`config.mk`:
```
export PLATFORM = sky130hd
export DESIGN_NAME = murmur_hash_64a
export DESIGN_NICKNAME = d
export VERILOG_FILES = /design/src/rtl/core/mh64a_pkg.sv /design/src/rtl/core/mh64a_mul.sv /design/src/rtl/core/mh64a_dp.sv /design/src/rtl/core/mh64a_ctrl.sv /design/src/rtl/core/murmur_hash_64a.sv
export VERILOG_INCLUDE_DIRS = /design/src /design/src/rtl/core
export SDC_FILE = /design/constraint.sdc
export NUM_CORES = 2
export LEC_CHECK = 0
export ABC_AREA = 1
export BUFFER_PORTS_ARGS = -buffer_cell sky130_fd_sc_hd__buf_4
export CAP_MARGIN = 20
export CORE_UTILIZATION = 55
export DETAILED_ROUTE_END_ITERATION = 12
export HOLD_SLACK_MARGIN = 0.06
export PLACE_DENSITY = 0.72
export SYNTH_ARGS = -nofsm -noshare
export SYNTH_HDL_FRONTEND = slang
export SYNTH_HIERARCHICAL = 1
export SYNTH_SLANG_ARGS = --single-unit
```
`constraint.sdc`:
```
create_clock -name clk -period 9.9 [get_ports clk]
set_input_delay 1.485 -clock clk [delete_from_list [all_inputs] [get_ports clk]]
set_output_delay 1.485 -clock clk [all_outputs]
set_load 0.03 [all_outputs]
```
`src/rtl/core/murmur_hash_64a_defines.svh`:
```
// Assertion macros shared by the murmur_hash_64a RTL.
`ifndef MURMUR_HASH_64A_DEFINES_SVH
`define MURMUR_HASH_64A_DEFINES_SVH

`ifndef SYNTH
// same-cycle implication, clocked on clk, off during reset
`define MH_ASSERT_IMP(label, ante, cons) \
	label: assert property (@(posedge clk) disable iff (!arst_n) (ante) |-> (cons)) \
		else $error("murmur_hash_64a: assertion failed");
// next-cycle implication
`define MH_ASSERT_NXT(label, ante, cons) \
	label: assert property (@(posedge clk) disable iff (!arst_n) (ante) |=> (cons)) \
		else $error("murmur_hash_64a: assertion failed");
`else
`define MH_ASSERT_IMP(label, ante, cons)
`define MH_ASSERT_NXT(label, ante, cons)
`endif

`endif

```
`src/rtl/core/mh64a_pkg.sv`:
```
// Constants and controller/datapath interface types for the MurmurHash64A core.
`default_nettype none
package mh64a_pkg;

	localparam logic [63:0] MUR_M    = 64'hc6a4a7935bd1e995;
	localparam int unsigned MUR_R    = 47;
	localparam logic [63:0] MUR_SEED = 64'h000000007fffffff;
	localparam int unsigned LEN_W    = 16;

	// multiplier operand select
	localparam logic [2:0] SRC_LEN   = 3'd0;
	localparam logic [2:0] SRC_WORD  = 3'd1;
	localparam logic [2:0] SRC_WMIX  = 3'd2;
	localparam logic [2:0] SRC_HXW   = 3'd3;
	localparam logic [2:0] SRC_HTAIL = 3'd4;
	localparam logic [2:0] SRC_HFIN  = 3'd5;

	// product write-back destination
	localparam logic [1:0] WB_NONE  = 2'd0;
	localparam logic [1:0] WB_HSEED = 2'd1;
	localparam logic [1:0] WB_W     = 2'd2;
	localparam logic [1:0] WB_H     = 2'd3;

	typedef struct packed {
		logic       load_word;
		logic       load_len;
		logic       issue;
		logic [2:0] mul_src;
		logic [1:0] wb_dst;
		logic       rem_sub8;
		logic       rem_clear;
		logic       load_out;
	} dp_cmd_t;

	typedef struct packed {
		logic rem_zero;
		logic rem_ge8;
		logic rem_is8;
	} dp_status_t;

endpackage
`default_nettype wire

```
`src/rtl/core/mh64a_mul.sv`:
```
// Two-stage 64-bit multiplier by the constant M, low 64 bits of the product.
`default_nettype none
module mh64a_mul
	import mh64a_pkg::*;
(
	input  wire logic        clk,
	input  wire logic        issue,
	input  wire logic [63:0] a,
	output logic [63:0]      prod
);

	localparam logic [31:0] M_LO = MUR_M[31:0];
	localparam logic [31:0] M_HI = MUR_M[63:32];

	logic [63:0] pll_s1;
	logic [31:0] pcl_s1;
	logic [31:0] pch_s1;

	// only the low 32 bits of the cross products reach the low 64 of the result
	always_ff @(posedge clk) begin
		if (issue) begin
			pll_s1 <= {32'b0, a[31:0]} * {32'b0, M_LO};
			pcl_s1 <= a[31:0] * M_HI;
			pch_s1 <= a[63:32] * M_LO;
		end
	end

	assign prod = pll_s1 + {pcl_s1 + pch_s1, 32'b0};

endmodule
`default_nettype wire

```
`src/rtl/core/mh64a_dp.sv`:
```
// Datapath: hash, word and byte-count registers, operand mux, output register.
`default_nettype none
module mh64a_dp
	import mh64a_pkg::*;
#(
	parameter longint unsigned MAX_KEY_BYTES = 65535
) (
	input  wire logic             clk,
	input  wire logic             arst_n,
	input  wire dp_cmd_t          cmd,
	input  wire logic [63:0]      key_word,
	input  wire logic [LEN_W-1:0] key_length,
	output dp_status_t            sts,
	output logic [63:0]           hash_value
);

	localparam logic [LEN_W-1:0] LenCap =
		(MAX_KEY_BYTES > 64'd65535) ? 16'hffff : 16'(MAX_KEY_BYTES);

	logic [63:0]      h_q;
	logic [63:0]      w_q;
	logic [LEN_W-1:0] rem_q;
	logic [63:0]      hash_q;
	logic [63:0]      tail_mask;
	logic [63:0]      operand;
	logic [63:0]      prod;
	logic [LEN_W-1:0] len_sat;

	assign len_sat = (key_length > LenCap) ? LenCap : key_length;

	always_comb begin
		for (int i = 0; i < 8; i++) begin
			tail_mask[8*i +: 8] = (3'(i) < rem_q[2:0]) ? 8'hff : 8'h00;
		end
	end

	always_comb begin
		case (cmd.mul_src)
			SRC_LEN:   operand = {48'b0, rem_q};
			SRC_WORD:  operand = w_q;
			SRC_WMIX:  operand = w_q ^ (w_q >> MUR_R);
			SRC_HXW:   operand = h_q ^ w_q;
			SRC_HTAIL: operand = h_q ^ (w_q & tail_mask);
			SRC_HFIN:  operand = h_q ^ (h_q >> MUR_R);
			default:   operand = w_q;
		endcase
	end

	mh64a_mul u_mul (
		.clk   (clk),
		.issue (cmd.issue),
		.a     (operand),
		.prod  (prod)
	);

	always_ff @(posedge clk) begin
		if (cmd.load_word) begin
			w_q <= key_word;
		end else if (cmd.wb_dst == WB_W) begin
			w_q <= prod;
		end
		if (cmd.wb_dst == WB_HSEED) begin
			h_q <= MUR_SEED ^ prod;
		end else if (cmd.wb_dst == WB_H) begin
			h_q <= prod;
		end
		if (cmd.load_out) begin
			hash_q <= prod ^ (prod >> MUR_R);
		end
	end

	always_ff @(posedge clk or negedge arst_n) begin
		if (!arst_n) begin
			rem_q <= '0;
		end else if (cmd.load_len) begin
			rem_q <= len_sat;
		end else if (cmd.rem_sub8) begin
			rem_q <= rem_q - LEN_W'(8);
		end else if (cmd.rem_clear) begin
			rem_q <= '0;
		end
	end

	assign sts.rem_zero = (rem_q == '0);
	assign sts.rem_ge8  = |rem_q[LEN_W-1:3];
	assign sts.rem_is8  = (rem_q == LEN_W'(8));
	assign hash_value   = hash_q;

endmodule
`default_nettype wire

```
`src/rtl/core/mh64a_ctrl.sv`:
```
// Controller: sequences seed, word mix, tail and finalization on the shared multiplier.
`default_nettype none
module mh64a_ctrl
	import mh64a_pkg::*;
(
	input  wire logic       clk,
	input  wire logic       arst_n,
	input  wire logic       in_valid,
	output logic            in_ready,
	output logic            out_valid,
	input  wire logic       out_ready,
	input  wire dp_status_t sts,
	output dp_cmd_t         cmd
);

	localparam logic [3:0] S_IDLE   = 4'd0;
	localparam logic [3:0] S_SEED_M = 4'd1;
	localparam logic [3:0] S_SEED_W = 4'd2;
	localparam logic [3:0] S_W1_M   = 4'd3;
	localparam logic [3:0] S_W1_W   = 4'd4;
	localparam logic [3:0] S_W2_M   = 4'd5;
	localparam logic [3:0] S_W2_W   = 4'd6;
	localparam logic [3:0] S_W3_M   = 4'd7;
	localparam logic [3:0] S_W3_W   = 4'd8;
	localparam logic [3:0] S_T_M    = 4'd9;
	localparam logic [3:0] S_T_W    = 4'd10;
	localparam logic [3:0] S_F_M    = 4'd11;
	localparam logic [3:0] S_F_W    = 4'd12;

	logic [3:0] state_q;
	logic [3:0] state_d;
	logic [3:0] dispatch;
	logic       inside_q;
	logic       out_valid_q;

	// where a word goes once the remaining count is known
	assign dispatch = sts.rem_ge8 ? S_W1_M : (!sts.rem_zero ? S_T_M : S_F_M);

	assign in_ready  = (state_q == S_IDLE);
	assign out_valid = out_valid_q;

	always_comb begin
		cmd     = '0;
		state_d = state_q;
		unique case (state_q)
			S_IDLE: begin
				if (in_valid) begin
					cmd.load_word = 1'b1;
					if (!inside_q) begin
						cmd.load_len = 1'b1;
						state_d      = S_SEED_M;
					end else begin
						state_d = dispatch;
					end
				end
			end
			S_SEED_M: begin
				cmd.issue   = 1'b1;
				cmd.mul_src = SRC_LEN;
				state_d     = S_SEED_W;
			end
			S_SEED_W: begin
				cmd.wb_dst = WB_HSEED;
				state_d    = dispatch;
			end
			S_W1_M: begin
				cmd.issue   = 1'b1;
				cmd.mul_src = SRC_WORD;
				state_d     = S_W1_W;
			end
			S_W1_W: begin
				cmd.wb_dst = WB_W;
				state_d    = S_W2_M;
			end
			S_W2_M: begin
				cmd.issue   = 1'b1;
				cmd.mul_src = SRC_WMIX;
				state_d     = S_W2_W;
			end
			S_W2_W: begin
				cmd.wb_dst = WB_W;
				state_d    = S_W3_M;
			end
			S_W3_M: begin
				cmd.issue   = 1'b1;
				cmd.mul_src = SRC_HXW;
				state_d     = S_W3_W;
			end
			S_W3_W: begin
				cmd.wb_dst   = WB_H;
				cmd.rem_sub8 = 1'b1;
				state_d      = sts.rem_is8 ? S_F_M : S_IDLE;
			end
			S_T_M: begin
				cmd.issue   = 1'b1;
				cmd.mul_src = SRC_HTAIL;
				state_d     = S_T_W;
			end
			S_T_W: begin
				cmd.wb_dst    = WB_H;
				cmd.rem_clear = 1'b1;
				state_d       = S_F_M;
			end
			S_F_M: begin
				cmd.issue   = 1'b1;
				cmd.mul_src = SRC_HFIN;
				state_d     = S_F_W;
			end
			S_F_W: begin
				// hold until the output register is free
				if (!out_valid_q || out_ready) begin
					cmd.load_out  = 1'b1;
					cmd.rem_clear = 1'b1;
					state_d       = S_IDLE;
				end
			end
			default: state_d = S_IDLE;
		endcase
	end

	always_ff @(posedge clk or negedge arst_n) begin
		if (!arst_n) begin
			state_q     <= S_IDLE;
			inside_q    <= 1'b0;
			out_valid_q <= 1'b0;
		end else begin
			state_q <= state_d;
			if (cmd.load_len) begin
				inside_q <= 1'b1;
			end else if (cmd.load_out) begin
				inside_q <= 1'b0;
			end
			if (cmd.load_out) begin
				out_valid_q <= 1'b1;
			end else if (out_ready) begin
				out_valid_q <= 1'b0;
			end
		end
	end

endmodule
`default_nettype wire

```
`src/rtl/core/murmur_hash_64a.sv`:
```
// Top level of the streaming MurmurHash64A core (seed 0x7fffffff).
`default_nettype none
`include "murmur_hash_64a_defines.svh"
// MurmurHash64A of a byte key, fed as little-endian 64-bit words on the input
// channel (first key byte in key_word[7:0]). key_length is sampled on the first
// word of each key only and is capped at MAX_KEY_BYTES; a key of length zero
// still takes one transfer, whose word is ignored. Bytes past the key's end in
// the last word are ignored. One hash_value transfer follows the key's last word.
// Sequencing: every 64-bit multiply by M runs on one shared two-stage multiplier
// (issue cycle, write-back cycle), and the controller steps through them in
// order, one word at a time. After an input transfer, the first word of a key
// adds seeding (one multiply), a full word adds three multiplies, a 1..7 byte
// tail adds one, and finalization adds one more before the result lands in the
// output register. The result register lets the next key's words come in while
// a hash is still waiting to be taken; finalization stalls only if a second hash
// is ready before the first one has been transferred.
module murmur_hash_64a
	import mh64a_pkg::*;
#(
	parameter longint unsigned MAX_KEY_BYTES = 65535
) (
	input  wire logic        clk,
	input  wire logic        arst_n,
	input  wire logic        in_valid,
	output logic             in_ready,
	input  wire logic [63:0] key_word,
	input  wire logic [15:0] key_length,
	output logic             out_valid,
	input  wire logic        out_ready,
	output logic [63:0]      hash_value
);

	dp_cmd_t    cmd;
	dp_status_t sts;

	// sequencing of seed / word / tail / finalization steps
	mh64a_ctrl u_ctrl (
		.clk       (clk),
		.arst_n    (arst_n),
		.in_valid  (in_valid),
		.in_ready  (in_ready),
		.out_valid (out_valid),
		.out_ready (out_ready),
		.sts       (sts),
		.cmd       (cmd)
	);

	// hash state, byte counter, shared multiplier and result register
	mh64a_dp #(
		.MAX_KEY_BYTES (MAX_KEY_BYTES)
	) u_dp (
		.clk        (clk),
		.arst_n     (arst_n),
		.cmd        (cmd),
		.key_word   (key_word),
		.key_length (key_length),
		.sts        (sts),
		.hash_value (hash_value)
	);

	// one word at a time: the block is busy right after each input transfer
	`MH_ASSERT_NXT(a_busy_after_in, in_valid && in_ready, !in_ready)
	// a pending result is never overwritten
	`MH_ASSERT_IMP(a_no_out_overwrite, cmd.load_out, !out_valid || out_ready)
	// the multiplier is never issued in its own write-back cycle
	`MH_ASSERT_IMP(a_issue_no_wb, cmd.issue, cmd.wb_dst == WB_NONE)
	// a full word is only mixed when at least eight bytes remain
	`MH_ASSERT_IMP(a_sub8_needs_bytes, cmd.rem_sub8, sts.rem_ge8)

endmodule
`default_nettype wire

```
-- Word-level counts from Yosys, hierarchy flattened
Index checks and enable logic that the tools add are counted.
- $add $sub $neg: 3
- $mul: 3
- div/mod/pow operators: 0
- $lt $le $gt $ge: 9
- equal/unequal tests: 22
- shift operators: 0
- muxes and demuxes: 37
- bitwise gates (word level): 7
- reductions and logical operators: 14
- operators by type and width (operator ; number):
    $pmux W64 S5 ; 1
    $mux W64 ; 4
    $xor A64 B17 Y64 ; 3
    $xor A64 B64 Y64 ; 2
    $add A63 B64 Y64 ; 1
    $and A64 B64 Y64 ; 1
    $mul A32 B31 Y32 const B ; 2
    $mux W16 ; 4
    $mux W8 ; 8
    $mul A32 B31 Y63 const B ; 1
    $pmux W4 S13 ; 1
    $add A32 B32 Y32 ; 1
    $not A31 Y31 ; 1
    $pmux W4 S6 ; 1
    $eq A4 B4 Y1 const B ; 5
    $mux W4 ; 5
    $eq A16 B4 Y1 const B ; 1
    $eq A4 B3 Y1 const B ; 4
    $gt A16 B16 Y1 const B ; 1
    $logic_not A16 Y1 ; 1
    $sub A16 B4 Y16 const B ; 1
    $reduce_or A13 Y1 ; 1
    $lt A3 B3 Y1 const A ; 4
    $eq A4 B2 Y1 const B ; 2
    21 further kinds ; 39
- flip-flop bits (word level): 341
- bits in latches: 0
- bits in writable memories: 0
- memory bits (read-only): 0
- input port bits: 84
- output and inout port bits: 66
- word-level logic and storage cells: 105
- memories kept: 0

-- Longest topological paths before layout
- depth after elaboration: 7
- depth in mapped cells: 41
- gate-level depth less buffers: 41

-- Modules after synthesis
The synthesis kept the hierarchy.
- by module, submodules not included (module ; instances ; cells an instance ; area each (µm²) ; sequential area each (µm²)):
    mh64a_mul ; 1 ; 5015 ; 44418.9 ; 3783.6
    mh64a_dp ; 1 ; 1246 ; 11131.9 ; 6165.9
    mh64a_ctrl ; 1 ; 74 ; 501.7 ; 150.1

-- Worst setup path before layout
Ideal clock, no wire load.
- kind: reg-to-reg
- from: reg u_ctrl.state_q[3]
- to: reg u_dp.u_mul.pch_s1[31] (data pin)
- library setup time: 252 ps
- data arrival time: 7642 ps
- data required time: 9648 ps
- setup slack: 2006 ps
- cell stages (with the launch flop): 35
- path buffers: 1
- period minus slack after synthesis: 7894 ps
- cell sequence: dfrtp_1 -> inv_2 -> nor2_4 -> inv_2 -> nor2_1 -> inv_1 -> nand2_1 -> nand3_4 -> nand2_2 -> buf_2 -> a21oi_1 -> o21ai_0 -> inv_1 -> fa_1 -> inv_1 -> ha_1 -> fa_1 -> inv_1 -> fa_1 -> inv_1 -> fa_1 -> inv_1 -> fa_1 -> fa_1 -> inv_1 -> fa_1 -> ha_1 -> nand2_1 -> o21ai_0 -> inv_1 -> o221ai_1 -> a21o_1 -> inv_1 -> nand2_1 -> nand2_1
- RTL lines (item ; line ; source):
    start: declaration ; mh64a_ctrl.sv:30 ; logic [3:0] state_q;
    start signal: assignment ; mh64a_ctrl.sv:127 ; state_q <= state_d;
    end signal: assignment ; mh64a_mul.sv:24 ; pch_s1 <= a[63:32] * M_LO;
    end: declaration ; mh64a_mul.sv:17 ; logic [31:0] pch_s1;

==> flow_summary.json <==
{
  "fmax_ghz": 0.104,
  "ioPinCount": 150,
  "synth_common_cells": "inv_1 (1,625), nand2_1 (1,022), ha_1 (876)",
  "cts_tree": "yes",
  "crit_path_end": "u_dp/u_mul/pll_s1[60]$_DFFE_PP_",
  "seq_area_frac_synth_pct": 18.0,
  "drt_iter0_markers": 4044,
  "die-width_um": 321,
  "synth_edf_count": 318,
  "critPathMaxFanout": 17,
  "syn-num-nets": 8059,
  "die-area_um2": 103000,
  "hold_violations": 0,
  "firstDrtPassIters": 7,
  "synthCells": 6335,
  "postCtsSetupBuffers": 0,
  "core_area_um2": 101000,
  "clockBufferDepth": 3,
  "grt_usage_pct": 36.3,
  "startpoint_type": "register",
  "cp_slowest_cell": "nor2_2",
  "grt_pass1_vias": 45400,
  "outcome": "complete, no violations",
  "synth_cell_types": 59,
  "place_congestion": 1.04,
  "min_period_ns": 9.60,
  "num_rows": 116,
  "via_per_inst": 5.57,
  "avgSynthCellArea_um2": 8.85,
  "yosysTopAreaCell": "fa_1",
  "area_delta_synth_final_pct": 7.95,
  "hold_class": "reg2reg",
  "min_period_over_period_pct": 97.0,
  "grt_max_degree": 98,
  "critical_path_required_ns": 10.18,
  "r2r_slack_ns": 0.30,
  "critPathBufInv": 7,
  "crit_path_max_incr_delay_ns": 0.72,
  "h-tree-depth": 2,
  "overflow": 0,
  "die_h_um": 321,
  "maxCapViolCount": 0,
  "routedWlPerCell_um": 23.2,
  "path_depth": 30,
  "port_buffers": 149,
  "numCtsBuffers": 39,
  "grt_antenna_before_repair": 5,
  "synth_most_common_cell": "inv_1",
  "ys.flop_type": "edfxtp_1",
  "path_class": "reg2reg",
  "crit_family": "adder cells",
  "nets": 8266,
  "final_layout_size_suffix_gt1_share_pct": 6.00,
  "arrival_ns": 9.88,
  "reg2reg_to": "u_dp/u_mul/pll_s1[60]$_DFFE_PP_",
  "reg2reg_depth": 30,
  "fin_skew_ns": 0.0223,
  "grt_pass1_wl_um": 276000,
  "synth_warnings": 6,
  "dr_total_vias": 44200,
  "maxSlewViolCount": 0,
  "critPathCaptureType": "register",
  "crit_path_frequent_cell": "fa_1",
  "clk_latency_ns": 0.58,
  "wl_um": 184000,
  "r2r_start": "u_ctrl/state_q[0]$_DFFE_PN0P_",
  "cts_root_buffer": "clkbuf_16",
  "tns_ns": 0,
  "rsz0062_at_grt": "false",
  "synth_top_cell_area_share_pct": 27.3,
  "tightest_slew_ns": 1.11,
  "clkSlewWorstSetupHoldPaths_ns": 0.06,
  "maxSlewHeadroom_pct": 25.9,
  "initial_core_util_pct": 55.7,
  "yosys-top-cells-area": "fa_1 (27%), ha_1 (20%), edfxtp_1 (17%)",
  "post-dp-hpwl_um": 158000,
  "netlist_area_um2": 56100,
  "drc": 0,
  "synth_seq_cells": 340,
  "ant_nets": 0,
  "cp-startpoint": "u_ctrl/state_q[0]$_DFFE_PN0P_",
  "setup_viol": 0,
  "async_flop_share_pct": 6.47,
  "cts_sinks": 340
}
[sequential cells by signal (all words and copies together), names as in the netlist]
signal and count:
u_dp/h_q 64, u_dp/hash_value 64, u_dp/w_q 64, u_dp/u_mul/pll_s1 62, u_dp/u_mul/pch_s1 32, u_dp/u_mul/pcl_s1 32
u_dp/rem_q 16, u_ctrl/state_q 4, u_ctrl/inside_q 1, u_ctrl/out_valid 1
[how the worst min path moves through the flow]
stage | start | to | slack, ns | cells after the start
2_1_floorplan | u_dp/u_mul/pll_s1[17]$_DFFE_PP_ | u_dp/hash_value[17]$_DFFE_PP_ | 0.50 | 1
3_3_place_gp | u_dp/u_mul/pll_s1[28]$_DFFE_PP_ | u_dp/hash_value[28]$_DFFE_PP_ | 0.44 | 0
3_5_place_dp | u_dp/u_mul/pll_s1[30]$_DFFE_PP_ | u_dp/hash_value[30]$_DFFE_PP_ | 0.45 | 0
4_1_cts | u_dp/u_mul/pll_s1[30]$_DFFE_PP_ | u_dp/hash_value[30]$_DFFE_PP_ | 0.46 | 0
5_1_grt | u_dp/u_mul/pll_s1[28]$_DFFE_PP_ | u_dp/hash_value[28]$_DFFE_PP_ | 0.47 | 0
6_report | u_dp/u_mul/pll_s1[28]$_DFFE_PP_ | u_dp/hash_value[28]$_DFFE_PP_ | 0.46 | 0
[area by class of cell]
cell class,count,area [µm²]
Timing Repair Buffer,246,1880
Clock inverter,30,304
Multi-Input combinational cell,4276,39400
Antenna cell,1,2.50
Tap cell,1357,1700
Clock buffer,41,983
Sequential cell,340,10100
Fill cell,8962,40100
Inverter,1639,6160
[through the flow]
step,cells,worst slack [ns],instance area [µm²],hold WS [ns],utilization [%]
6_report,7930,0.297,60500,0.458,60.2
5_1_grt,7929,0.0235,60500,0.475,60.2
4_1_cts,7926,0.263,60500,0.462,60.1
3_5_place_dp,7855,0.299,59200,0.448,58.8
3_3_place_gp,7854,0.284,59200,0.441,58.8
2_1_floorplan,6335,2.01,56100,0.498,-
[logic make-up after synthesis]
logic type,share of synthesized area [%]
AND/OR/NAND/NOR,13.3
buffers and inverters,11.8
AO/OA/AOI/OAI,6.28
XOR/XNOR,3.73
adder cells (fa/ha/maj),46.8
flip-flops,18.0
[layer usage]
metal  routed length [µm]  GRT usage, %
met5                    0             0
met4                11100          18.2
met3                14300          5.36
met2                86200          60.0
met1                72500          46.5
[timing repair]
item / in CTS / in global routing
hold endpoints to repair: 0 / 0
endpoints found under the setup margin: 0 / 9
hold buffers: 0 / 0
resized for setup: 0 / 4
[layout by cell type, fill, tap and decap left out, types with 64 or more instances in the layout]
cell type,n
a21oi_1,232
fa_1,764
edfxtp_1,318
xor2_1,186
nand3_1,272
nor2_1,312
o21ai_0,228
nand2_1,1021
inv_1,1625
ha_1,876
buf_4,243
nand4_1,64
Power is left out: the tool's default activity adds up to more than one toggle a clock period on the data nets, which glitch-free logic cannot reach.
